--- config.mk ---
export PLATFORM = sky130hd
export DESIGN_NAME = utf8_codepoint_decoder_flat
export DESIGN_NICKNAME = d
export VERILOG_FILES = /design/src/rtl/utf8d_pkg.sv /design/src/rtl/utf8d_if.sv /design/src/rtl/utf8d_step.sv /design/src/rtl/utf8d_queue.sv /design/src/rtl/utf8_codepoint_decoder.sv /design/src/flat_wrapper.sv
export SDC_FILE = /design/constraint.sdc
export NUM_CORES = 1
export LEC_CHECK = 0
export CORE_MARGIN = 3
export CORE_UTILIZATION = 33
export DETAILED_ROUTE_END_ITERATION = 12
export DONT_BUFFER_PORTS = 1
export PLACE_DENSITY_LB_ADDON = 0.1
export RECOVER_POWER = 50
export SETUP_SLACK_MARGIN = 0.05
export SYNTH_ARGS = -nofsm -noshare
export SYNTH_HDL_FRONTEND = slang
export SYNTH_HIERARCHICAL = 1
export SYNTH_SLANG_ARGS = --single-unit
export TNS_END_PERCENT = 50
--- constraint.sdc ---
create_clock -name clk -period 5.16 [get_ports clk]
set_input_delay 0.516 -clock clk [delete_from_list [all_inputs] [get_ports clk]]
set_output_delay 0.516 -clock clk [all_outputs]
set_load 0.02 [all_outputs]
--- src/rtl/utf8d_pkg.sv ---
// utf8d_pkg: types, constants and helper functions of the utf-8 codepoint decoder
// depends on nothing; used by every other file of the decoder
`default_nettype none

package utf8d_pkg;

    localparam int unsigned CP_W    = 21;
    localparam int unsigned Q_DEPTH = 3;
    localparam int unsigned Q_CNT_W = $clog2(Q_DEPTH + 1);

    // byte classes
    localparam logic [2:0] KIND_ASCII = 3'd0;
    localparam logic [2:0] KIND_LEAD1 = 3'd1;
    localparam logic [2:0] KIND_LEAD2 = 3'd2;
    localparam logic [2:0] KIND_LEAD3 = 3'd3;
    localparam logic [2:0] KIND_STRAY = 3'd4;

    // private-use ranges
    localparam logic [CP_W-1:0] PUA_BMP_LO = 21'h00E000;
    localparam logic [CP_W-1:0] PUA_BMP_HI = 21'h00F8FF;
    localparam logic [CP_W-1:0] PUA_A_LO   = 21'h0F0000;
    localparam logic [CP_W-1:0] PUA_A_HI   = 21'h0FFFFD;
    localparam logic [CP_W-1:0] PUA_B_LO   = 21'h100000;
    localparam logic [CP_W-1:0] PUA_B_HI   = 21'h10FFFD;

    typedef struct packed {
        logic [7:0] lead;
        logic [7:0] f0;
        logic [7:0] f1;
        logic [1:0] count;
        logic       open;
    } state_t;

    typedef struct packed {
        logic [CP_W-1:0] codepoint;
        logic            private_use;
        logic            run_end;
    } result_t;

    typedef struct packed {
        result_t r0;
        result_t r1;
        logic    v0;
        logic    v1;
        state_t  next;
    } step_t;

    typedef struct packed {
        result_t r0;
        result_t r1;
        logic    v0;
        logic    v1;
    } push_t;

    function automatic logic [2:0] classify(input logic [7:0] b);
        logic [2:0] kind;
        unique casez (b)
            8'b0???????: kind = KIND_ASCII;
            8'b110?????: kind = KIND_LEAD1;
            8'b1110????: kind = KIND_LEAD2;
            8'b11110???: kind = KIND_LEAD3;
            default:     kind = KIND_STRAY;
        endcase
        return kind;
    endfunction

    // followers a lead asks for, 0 for anything else
    function automatic logic [1:0] followers(input logic [2:0] kind);
        logic [1:0] k;
        unique case (kind)
            KIND_LEAD1: k = 2'd1;
            KIND_LEAD2: k = 2'd2;
            KIND_LEAD3: k = 2'd3;
            default:    k = 2'd0;
        endcase
        return k;
    endfunction

    // lead, middle followers and the closing follower into one codepoint
    function automatic logic [CP_W-1:0] decode(input logic [7:0] lead,
                                               input logic [7:0] m1,
                                               input logic [7:0] m2,
                                               input logic [7:0] fin,
                                               input logic [1:0] k);
        logic [CP_W-1:0] cp;
        unique case (k)
            2'd1:    cp = {10'd0, lead[4:0], fin[5:0]};
            2'd2:    cp = {5'd0, lead[3:0], m1[5:0], fin[5:0]};
            default: cp = {lead[2:0], m1[5:0], m2[5:0], fin[5:0]};
        endcase
        return cp;
    endfunction

    function automatic logic is_private_use(input logic [CP_W-1:0] cp);
        return (cp >= PUA_BMP_LO && cp <= PUA_BMP_HI) ||
               (cp >= PUA_A_LO && cp <= PUA_A_HI) ||
               (cp >= PUA_B_LO && cp <= PUA_B_HI);
    endfunction

endpackage

`default_nettype wire

--- src/rtl/utf8d_if.sv ---
// utf8d_if: valid/ready channels of the decoder, byte side and codepoint side
// depends on utf8d_pkg
`default_nettype none

interface utf8d_byte_if;
    logic       valid;
    logic       ready;
    logic [7:0] byte_value;
    logic       last_of_text;

    modport source (output valid, output byte_value, output last_of_text, input ready);
    modport sink (input valid, input byte_value, input last_of_text, output ready);
endinterface

interface utf8d_cp_if;
    logic                        valid;
    logic                        ready;
    logic [utf8d_pkg::CP_W-1:0]  codepoint;
    logic                        private_use;
    logic                        run_end;

    modport source (output valid, output codepoint, output private_use, output run_end,
                    input ready);
    modport sink (input valid, input codepoint, input private_use, input run_end,
                  output ready);
endinterface

`default_nettype wire

--- src/rtl/utf8d_step.sv ---
// utf8d_step: decode of one byte against the held sequence state
// yields up to two codepoints and the next state; depends on utf8d_pkg
`default_nettype none

module utf8d_step (
    input  utf8d_pkg::state_t st,
    input  logic [7:0]        byte_value,
    input  logic              last_of_text,
    output utf8d_pkg::step_t  res
);

    logic [2:0]                 kind_b;
    logic [2:0]                 kind_l;
    logic [2:0]                 kind_x;
    logic [1:0]                 k_l;
    logic                       complete;
    logic                       b_ascii;
    logic [utf8d_pkg::CP_W-1:0] seq_cp;
    logic [utf8d_pkg::CP_W-1:0] pair_cp;
    logic [utf8d_pkg::CP_W-1:0] cp0;
    logic [utf8d_pkg::CP_W-1:0] cp1;
    logic                       v0;
    logic                       v1;
    utf8d_pkg::state_t          nxt;

    always_comb
    begin
        kind_b   = utf8d_pkg::classify(byte_value);
        kind_l   = utf8d_pkg::classify(st.lead);
        kind_x   = utf8d_pkg::classify(st.f0);
        k_l      = utf8d_pkg::followers(kind_l);
        complete = st.open && ((st.count + 2'd1) == k_l);
        b_ascii  = (kind_b == utf8d_pkg::KIND_ASCII);
        seq_cp   = utf8d_pkg::decode(st.lead, st.f0, st.f1, byte_value, k_l);
        pair_cp  = utf8d_pkg::decode(st.f0, 8'h00, 8'h00, byte_value, 2'd1);
        cp0      = '0;
        cp1      = '0;
        v0       = 1'b0;
        v1       = 1'b0;
        nxt      = st;

        if (last_of_text)
        begin
            nxt = '0;
            if (complete)
            begin
                cp0 = seq_cp;
                v0  = 1'b1;
            end
            else if (st.open && st.count == 2'd1)
            begin
                // lead cut short: rescan the held follower and this byte
                if (kind_x == utf8d_pkg::KIND_ASCII)
                begin
                    cp0 = {13'd0, st.f0};
                    v0  = 1'b1;
                    cp1 = {13'd0, byte_value};
                    v1  = b_ascii;
                end
                else if (kind_x == utf8d_pkg::KIND_LEAD1)
                begin
                    cp0 = pair_cp;
                    v0  = 1'b1;
                end
                else
                begin
                    cp0 = {13'd0, byte_value};
                    v0  = b_ascii;
                end
            end
            else
            begin
                cp0 = {13'd0, byte_value};
                v0  = b_ascii;
            end
        end
        else if (st.open)
        begin
            if (complete)
            begin
                cp0 = seq_cp;
                v0  = 1'b1;
                nxt = '0;
            end
            else
            begin
                if (st.count == 2'd0)
                    nxt.f0 = byte_value;
                else
                    nxt.f1 = byte_value;
                nxt.count = st.count + 2'd1;
            end
        end
        else if (b_ascii)
        begin
            cp0 = {13'd0, byte_value};
            v0  = 1'b1;
        end
        else if (kind_b != utf8d_pkg::KIND_STRAY)
        begin
            nxt.lead  = byte_value;
            nxt.f0    = 8'h00;
            nxt.f1    = 8'h00;
            nxt.count = 2'd0;
            nxt.open  = 1'b1;
        end

        res.r0.codepoint   = cp0;
        res.r0.private_use = utf8d_pkg::is_private_use(cp0);
        res.r0.run_end     = !v1;
        res.r1.codepoint   = cp1;
        res.r1.private_use = utf8d_pkg::is_private_use(cp1);
        res.r1.run_end     = 1'b1;
        res.v0             = v0;
        res.v1             = v1;
        res.next           = nxt;
    end

endmodule

`default_nettype wire

--- src/rtl/utf8d_queue.sv ---
// utf8d_queue: three-slot shifting result queue, up to two words pushed per cycle
// slot 0 drives the output port; depends on utf8d_pkg
`default_nettype none

module utf8d_queue (
    input  logic                  clk,
    input  logic                  rst_n,
    input  utf8d_pkg::push_t      push,
    output logic                  room,
    output logic                  out_valid,
    input  logic                  out_ready,
    output utf8d_pkg::result_t    out_word
);

    logic [utf8d_pkg::Q_CNT_W-1:0] count_reg;
    logic [utf8d_pkg::Q_CNT_W-1:0] count_next;
    logic [utf8d_pkg::Q_CNT_W-1:0] count_kept;
    utf8d_pkg::result_t            slot_reg  [utf8d_pkg::Q_DEPTH];
    utf8d_pkg::result_t            slot_next [utf8d_pkg::Q_DEPTH];
    logic                          pop;

    assign out_valid = (count_reg != '0);
    assign out_word  = slot_reg[0];
    assign pop       = out_valid && out_ready;
    // two free slots before any pop, so an item is never refused for a waiting word
    assign room      = (count_reg <= utf8d_pkg::Q_CNT_W'(utf8d_pkg::Q_DEPTH - 2));

    always_comb
    begin
        count_kept = count_reg - utf8d_pkg::Q_CNT_W'(pop);
        for (int i = 0; i < utf8d_pkg::Q_DEPTH; i++)
        begin
            if (pop && i < utf8d_pkg::Q_DEPTH - 1)
                slot_next[i] = slot_reg[i + 1];
            else
                slot_next[i] = slot_reg[i];
            if (push.v0 && count_kept == utf8d_pkg::Q_CNT_W'(i))
                slot_next[i] = push.r0;
            if (push.v1 && (count_kept + utf8d_pkg::Q_CNT_W'(1)) == utf8d_pkg::Q_CNT_W'(i))
                slot_next[i] = push.r1;
        end
        count_next = count_kept + utf8d_pkg::Q_CNT_W'(push.v0)
                                + utf8d_pkg::Q_CNT_W'(push.v1);
    end

    always_ff @(posedge clk or negedge rst_n)
    begin
        if (!rst_n)
            count_reg <= '0;
        else
            count_reg <= count_next;
    end

    always_ff @(posedge clk)
    begin
        for (int i = 0; i < utf8d_pkg::Q_DEPTH; i++)
            slot_reg[i] <= slot_next[i];
    end

endmodule

`default_nettype wire

--- src/rtl/utf8_codepoint_decoder.sv ---
// utf8_codepoint_decoder: lenient utf-8 byte stream to 21-bit codepoints
// depends on utf8d_pkg, utf8d_if, utf8d_step, utf8d_queue
//
//   channel      side   word fields                              handshake
//   text         sink   byte_value[7:0], last_of_text            valid/ready
//   codepoints   source codepoint[20:0], private_use, run_end    valid/ready
//
// one byte is taken per cycle while text.ready is high; each byte is decoded in the
// cycle it is accepted and its 0, 1 or 2 codepoints are written into a three-word
// result queue at the accepting edge, so with an empty queue the first of them is
// offered in the cycle after the byte; the queue drains one word per cycle while
// codepoints.ready is high; text.ready drops only while two or more words wait
// rst_n clears the held sequence and empties the queue; queue payload has no reset
`default_nettype none

module utf8_codepoint_decoder (
    input  logic              clk,
    input  logic              rst_n,
    utf8d_byte_if.sink        text,
    utf8d_cp_if.source        codepoints
);

    utf8d_pkg::state_t  state_reg;
    utf8d_pkg::state_t  state_next;
    utf8d_pkg::step_t   step;
    utf8d_pkg::push_t   push;
    utf8d_pkg::result_t head;
    logic               room;
    logic               accept;

    // byte handshake
    assign text.ready = room;
    assign accept     = text.valid && room;

    // decode of the incoming byte against the held lead and followers
    utf8d_step u_step (
        .st           (state_reg),
        .byte_value   (text.byte_value),
        .last_of_text (text.last_of_text),
        .res          (step)
    );

    // sequence state advances only on an accepted byte
    assign state_next = accept ? step.next : state_reg;

    always_ff @(posedge clk or negedge rst_n)
    begin
        if (!rst_n)
            state_reg <= '0;
        else
            state_reg <= state_next;
    end

    // results of the accepted byte go into the queue
    always_comb
    begin
        push.r0 = step.r0;
        push.r1 = step.r1;
        push.v0 = accept && step.v0;
        push.v1 = accept && step.v1;
    end

    utf8d_queue u_queue (
        .clk       (clk),
        .rst_n     (rst_n),
        .push      (push),
        .room      (room),
        .out_valid (codepoints.valid),
        .out_ready (codepoints.ready),
        .out_word  (head)
    );

    // output word from the queue head
    assign codepoints.codepoint   = head.codepoint;
    assign codepoints.private_use = head.private_use;
    assign codepoints.run_end     = head.run_end;

endmodule

`default_nettype wire

--- src/flat_wrapper.sv ---
// flat-port wrapper written by rule: the top's interface ports become plain ports
module utf8_codepoint_decoder_flat 
  (clk, rst_n, text_valid, text_byte_value, text_last_of_text, text_ready, codepoints_valid, codepoints_codepoint, codepoints_private_use, codepoints_run_end, codepoints_ready);
  utf8d_byte_if text_i ();
  utf8d_cp_if codepoints_i ();
  input  logic clk;
  input  logic rst_n;
  input wire logic [$bits(text_i.valid)-1:0] text_valid;
  input wire logic [$bits(text_i.byte_value)-1:0] text_byte_value;
  input wire logic [$bits(text_i.last_of_text)-1:0] text_last_of_text;
  output wire logic [$bits(text_i.ready)-1:0] text_ready;
  output wire logic [$bits(codepoints_i.valid)-1:0] codepoints_valid;
  output wire logic [$bits(codepoints_i.codepoint)-1:0] codepoints_codepoint;
  output wire logic [$bits(codepoints_i.private_use)-1:0] codepoints_private_use;
  output wire logic [$bits(codepoints_i.run_end)-1:0] codepoints_run_end;
  input wire logic [$bits(codepoints_i.ready)-1:0] codepoints_ready;
  assign text_i.valid = text_valid;
  assign text_i.byte_value = text_byte_value;
  assign text_i.last_of_text = text_last_of_text;
  assign text_ready = text_i.ready;
  assign codepoints_valid = codepoints_i.valid;
  assign codepoints_codepoint = codepoints_i.codepoint;
  assign codepoints_private_use = codepoints_i.private_use;
  assign codepoints_run_end = codepoints_i.run_end;
  assign codepoints_i.ready = codepoints_ready;
  utf8_codepoint_decoder u_core (.clk(clk), .rst_n(rst_n), .text(text_i), .codepoints(codepoints_i));
endmodule
# == Word level (Yosys, flattened, before mapping) ==
# Memories as Yosys holds them, arrays and structs flattened.
# Cells that the tools add are included.
# classes
addsub,5
n_lt_le_gt_ge,13
n_eq_ne,26
mux,46
bitwise_logic,3
reduce_logical,34
# ops
op,count
two-way mux 23 bit,8
two-way mux 27 bit,4
two-way mux 21 bit,5
two-way mux 8 bit,8
">= comparator 21 x 16 -> 1 bit, second input constant",2
">= comparator 21 x 20 -> 1 bit, second input constant",2
">= comparator 21 bit, second input constant",2
"less-or-equal comparator 21 x 16 -> 1 bit, second input constant",2
"less-or-equal comparator 21 x 20 -> 1 bit, second input constant",2
"less-or-equal comparator 21 bit, second input constant",2
case mux 21 bit (2 select lines),1
case mux 3 bit (4 select lines),3
two-way mux 11 bit,2
logical AND 1 bit,18
two-way mux 18 bit,1
"equality test 5 bit, second input constant",3
two-way mux 1 bit,13
"equality test 4 bit, second input constant",3
AND reduction 4 bit,3
"equality test 3 bit, second input constant",3
"equality test 2 x 1 -> 1 bit, second input constant",4
"!= test 4 bit, second input constant",2
"equality test 2 bit, second input constant",3
"equality test 3 x 1 -> 1 bit, second input constant",2
other kinds (17),29
# totals
register_bits,27
ram_bits,69
in_bits,13
output_inout_bits,25
wordCells,134
mem_count,1
# mem_list
memory,words,word_bits,read_ports,rd_clocked_by_memory_dff,wr,line_no,source
u_core.u_queue.slot_reg,3,23,3,0,3,utf8d_queue.sv:18,utf8d_pkg::result_t slot_reg [utf8d_pkg::Q_DEPTH];

# == Depth between registers and ports, before layout ==
# depth
ltp_word,15
depth_mapped,15
mapped_depth_nobuf,13

# == Cells and area by module ==
# The synthesis kept the hierarchy.
# modules_own_cells
mod,n_inst,cells_each,area_per_inst_um2,seq_area_each_um2
utf8d_queue,1,306,3706.1,2122.0
utf8d_step,1,240,1470.2,0.0
utf8_codepoint_decoder,1,59,1121.1,675.6

# == Least setup slack after synthesis ==
# No wires, ideal clock.
# synth_timing
kind,register to register
start,register u_core/state_reg[1] (netlist name)
end,memory u_core/u_queue/slot_reg[0][46] (netlist name) (enable)
setup_ns,0.379
arrival_time_ns,3.558
t_required_ns,4.781
slack_ns,1.223
path_stages_with_launch,15
path_buffers,3
period_less_slack_ns,3.937
cell_sequence,dfrtp_1 -> inv_1 -> ha_1 -> or3_4 -> o211a_4 -> nor3_4 -> or2b_1 -> inv_1 -> buf_4 -> and3_2 -> nor2b_1 -> and2_1 -> buf_2 -> buf_4 -> a21o_1
# synth_lines
item,line_no
end: declaration,utf8d_queue.sv:18

==> reports/summary.json <==
{
  "critical_path": {
    "max_fo_critical_path": 15,
    "cp_data_required_time_ps": 5200,
    "critical_path.startpoint_type": "register",
    "worstSetupPathType": "reg -> reg",
    "critical_path.endpoint_type": "register",
    "crit-reg2reg-launch": "u_core/state_reg[1]",
    "number_of_cells_traversed_by_the_worst_register_to_register_path": 14,
    "reg2reg_setup_slack_ps": 940,
    "critical_path_arrival_ps": 4260,
    "timing.rr.end": "u_core/u_queue/slot_reg[0][5]"
  },
  "grt": {
    "grtUsageTotal_pct": 16.5,
    "grt_util_met3_pct": 2.95,
    "globalRoute.busiestLayer": "met2",
    "grt_pass1_wl_um": 26200,
    "use_met2_pct": 25.8,
    "met1_routing_resource_usage_after_global_routing_pct": 23.9,
    "antenna_found_initial": 0,
    "largest_net_degree_at_the_start_of_global_routing": 46,
    "overflow": 0,
    "first_global_vias": 4410
  },
  "pwr": {
    "clockPowerShare_pct": 24.0,
    "combPwrFrac_pct": 32.5,
    "switching_share_pct": 39.5,
    "power_switching_mw": 1.21,
    "vdd_ir_drop_max_mv": 0.180,
    "power_leakage_nw": 2.45,
    "power_per_cell_area_nw_per_um2": 479,
    "share_seq_of_total_power_pct": 43.5,
    "power.internal_mw": 1.85,
    "finalPower_mw": 3.06
  },
  "logic_synthesis": {
    "synthesis.instances": 597,
    "avgSynthCellArea_sq_um": 10.4,
    "synth.cell_area_sq_um": 6200,
    "yosysWarningCount": 6
  },
  "timing": {
    "clock-skew-final_ps": 9.48,
    "report.final.setup_viol": 0,
    "final.setup.worst_slack_ps": 945,
    "slew_viol_final": 28,
    "max_freq_mhz": 237,
    "timing.slew.headroom_pct": -15.8,
    "fin_crit_ps": 4220,
    "post-route-period-util_pct": 81.7,
    "setup_total_negative_slack_ps": 0,
    "worst_slew_pin_slew_ps": 1740,
    "rsz0062_at_grt": "false",
    "number_of_hold_violations_in_the_final_report": 0
  },
  "clock_network": {
    "htree_levels": 3,
    "clock_insertion_delay_worst_skew_ps": 350,
    "postCtsSetupBuffers": 0,
    "tritoncts": "built",
    "tritoncts_num_sinks": 96,
    "cts_resized": 0,
    "clk_transition_reported_paths_ps": 70,
    "cts.root.buffer_cell": "clkbuf_16",
    "cts_inserted_buffers": 9,
    "cts.path.max_buffers": 2
  },
  "drt": {
    "post_drt_via_cell_ratio": 5.73,
    "first_drt_iteration_drcs": 426,
    "routed_wl_um": 16500,
    "antenna_violation_net_count_after_detailed_routing": 0,
    "drc": 0,
    "detail_route.first_pass.iterations": 5,
    "vias": 4501,
    "wire_length_per_cell_um": 21.0
  },
  "die": {
    "fp.dieArea_sq_um": 20500,
    "io-pin-count": 38,
    "core_area_sq_um": 18200,
    "die_w_um": 143,
    "row_count": 49,
    "floorplan.die.height_um": 143,
    "initial_standard_cell_utilization_of_the_core_pct": 34.0
  },
  "layout": {
    "final_cell_count_no_fill": 786,
    "antennaDiodeCount": 0,
    "final_layout_size_suffix_gt1_share_pct": 13.8,
    "layout.core_utilization_pct": 35.0,
    "largest_reg_flops": 69,
    "syn_to_final_growth_pct": 2.91,
    "design.final.nets": 571,
    "fillerInstances": 1820
  },
  "placed_design": {
    "gpl.final_weighted_congestion": 0.835,
    "buffer_ports.inserted": 0,
    "place_worst_setup_slack_ps": 1120,
    "place_hpwl_um": 11500,
    "numPlacedInstances": 768
  },
  "worst_hold_path": {
    "holdPathEnd": "u_core/state_reg[17]",
    "timing.hold.worst.class": "in -> reg",
    "hold_start": "text_last_of_text",
    "hold_path_depth": 2
  },
  "status": {
    "violations": "max-capacitance violations, max-slew violations",
    "status": "finished, violations left"
  },
  "job": {
    "cap_violations": 1
  }
}
[how the worst max path moves through the flow]
stage | startpoint | slack, ps | cells after the start | to
global route | u_core/state_reg[1] | 610 | 12 | u_core/u_queue/slot_reg[0][1]
global placement | u_core/state_reg[1] | 1210 | 13 | u_core/u_queue/slot_reg[0][62]
floorplan | u_core/state_reg[1] | 1220 | 14 | u_core/u_queue/slot_reg[0][46]
detailed placement | u_core/state_reg[1] | 1120 | 13 | u_core/u_queue/slot_reg[0][53]
CTS | u_core/state_reg[1] | 1090 | 13 | u_core/u_queue/slot_reg[0][48]
finish | u_core/state_reg[1] | 940 | 14 | u_core/u_queue/slot_reg[0][5]
[area by class of cell]
type                            count  area [sq um]  share of cell area [%]
Tap cell                          229           287                    4.49
Timing Repair Buffer               18           135                    2.12
Inverter                           12          45.0                   0.706
Sequential cell                    96          2750                    43.1
Clock buffer                        9           225                    3.53
Clock inverter                      7          93.8                    1.47
Multi-Input combinational cell    415          2850                    44.6
[power by group through the flow]
stage / Combinational [mW] / Sequential [mW] / Clock (mW)
after global routing: 1.10 / 1.36 / 0.790
after floorplan: 1.03 / 1.18 / 0
after detailed placement: 1.03 / 1.35 / 0
final: 0.994 / 1.33 / 0.733
after global placement: 1.04 / 1.35 / 0
after CTS: 1.05 / 1.33 / 0.754
[timing repair]
item | 4_1_cts | 5_1_grt
endpoints found under the setup margin | 0 | 0
hold buffers | 2 | 0
endpoints found under the hold margin | 27 | 0
[routing by layer]
layer | wire length [um] | part of all wire (%) | vias up
li1 | - | - | 2127
met2 | 7540 | 46 | 113
met5 | 0 | 0 | -
met3 | 694 | 4.2 | 13
met4 | 138 | 0.83 | 0
met1 | 8150 | 49 | 2248
[cells in the final DEF (no fill, tap or decap), drive strengths merged, types with 2 or more instances in the layout]
master  instances
nor2           32
nor2b           4
o21ai          38
dfrtp          27
nand2          23
bufinv          2
inv            14
ha              6
clkinv          2
nand3          35
o211ai          2
or3             3
nand4           4
clkbuf         13
a31o            2
a31oi          24
nor3           25
a211oi          3
a22o            7
xnor2           3
and3           37
or2             7
mux2           48
and2            9
edfxtp         69
conb           15
buf            13
a22oi          17
a221o          25
nand2b          5
a21oi          17
mux2i           8
[per-stage QoR]
step           instance area [sq um]  hold slack, ps
5_1_grt                         6380             401
2_1_floorplan                   6250             220
6_report                        6380             403
3_3_place_gp                    6130             222
4_1_cts                         6480             406
3_5_place_dp                    6130             222
[worst max-delay path, cell delays in order (launching register included)]
cell and delay, ps:
dfrtp_1 450, inv_1 100, ha_1 320, or3_1 420
o211a_2 190, nor3_4 390, or2b_1 320, inv_1 70
and3_2 210, nor2b_1 180, buf_4 230, mux2i_1 350
buf_4 340, nand2_1 100, buf_4 220
Note: power is estimated with default switching activity, not from simulation.
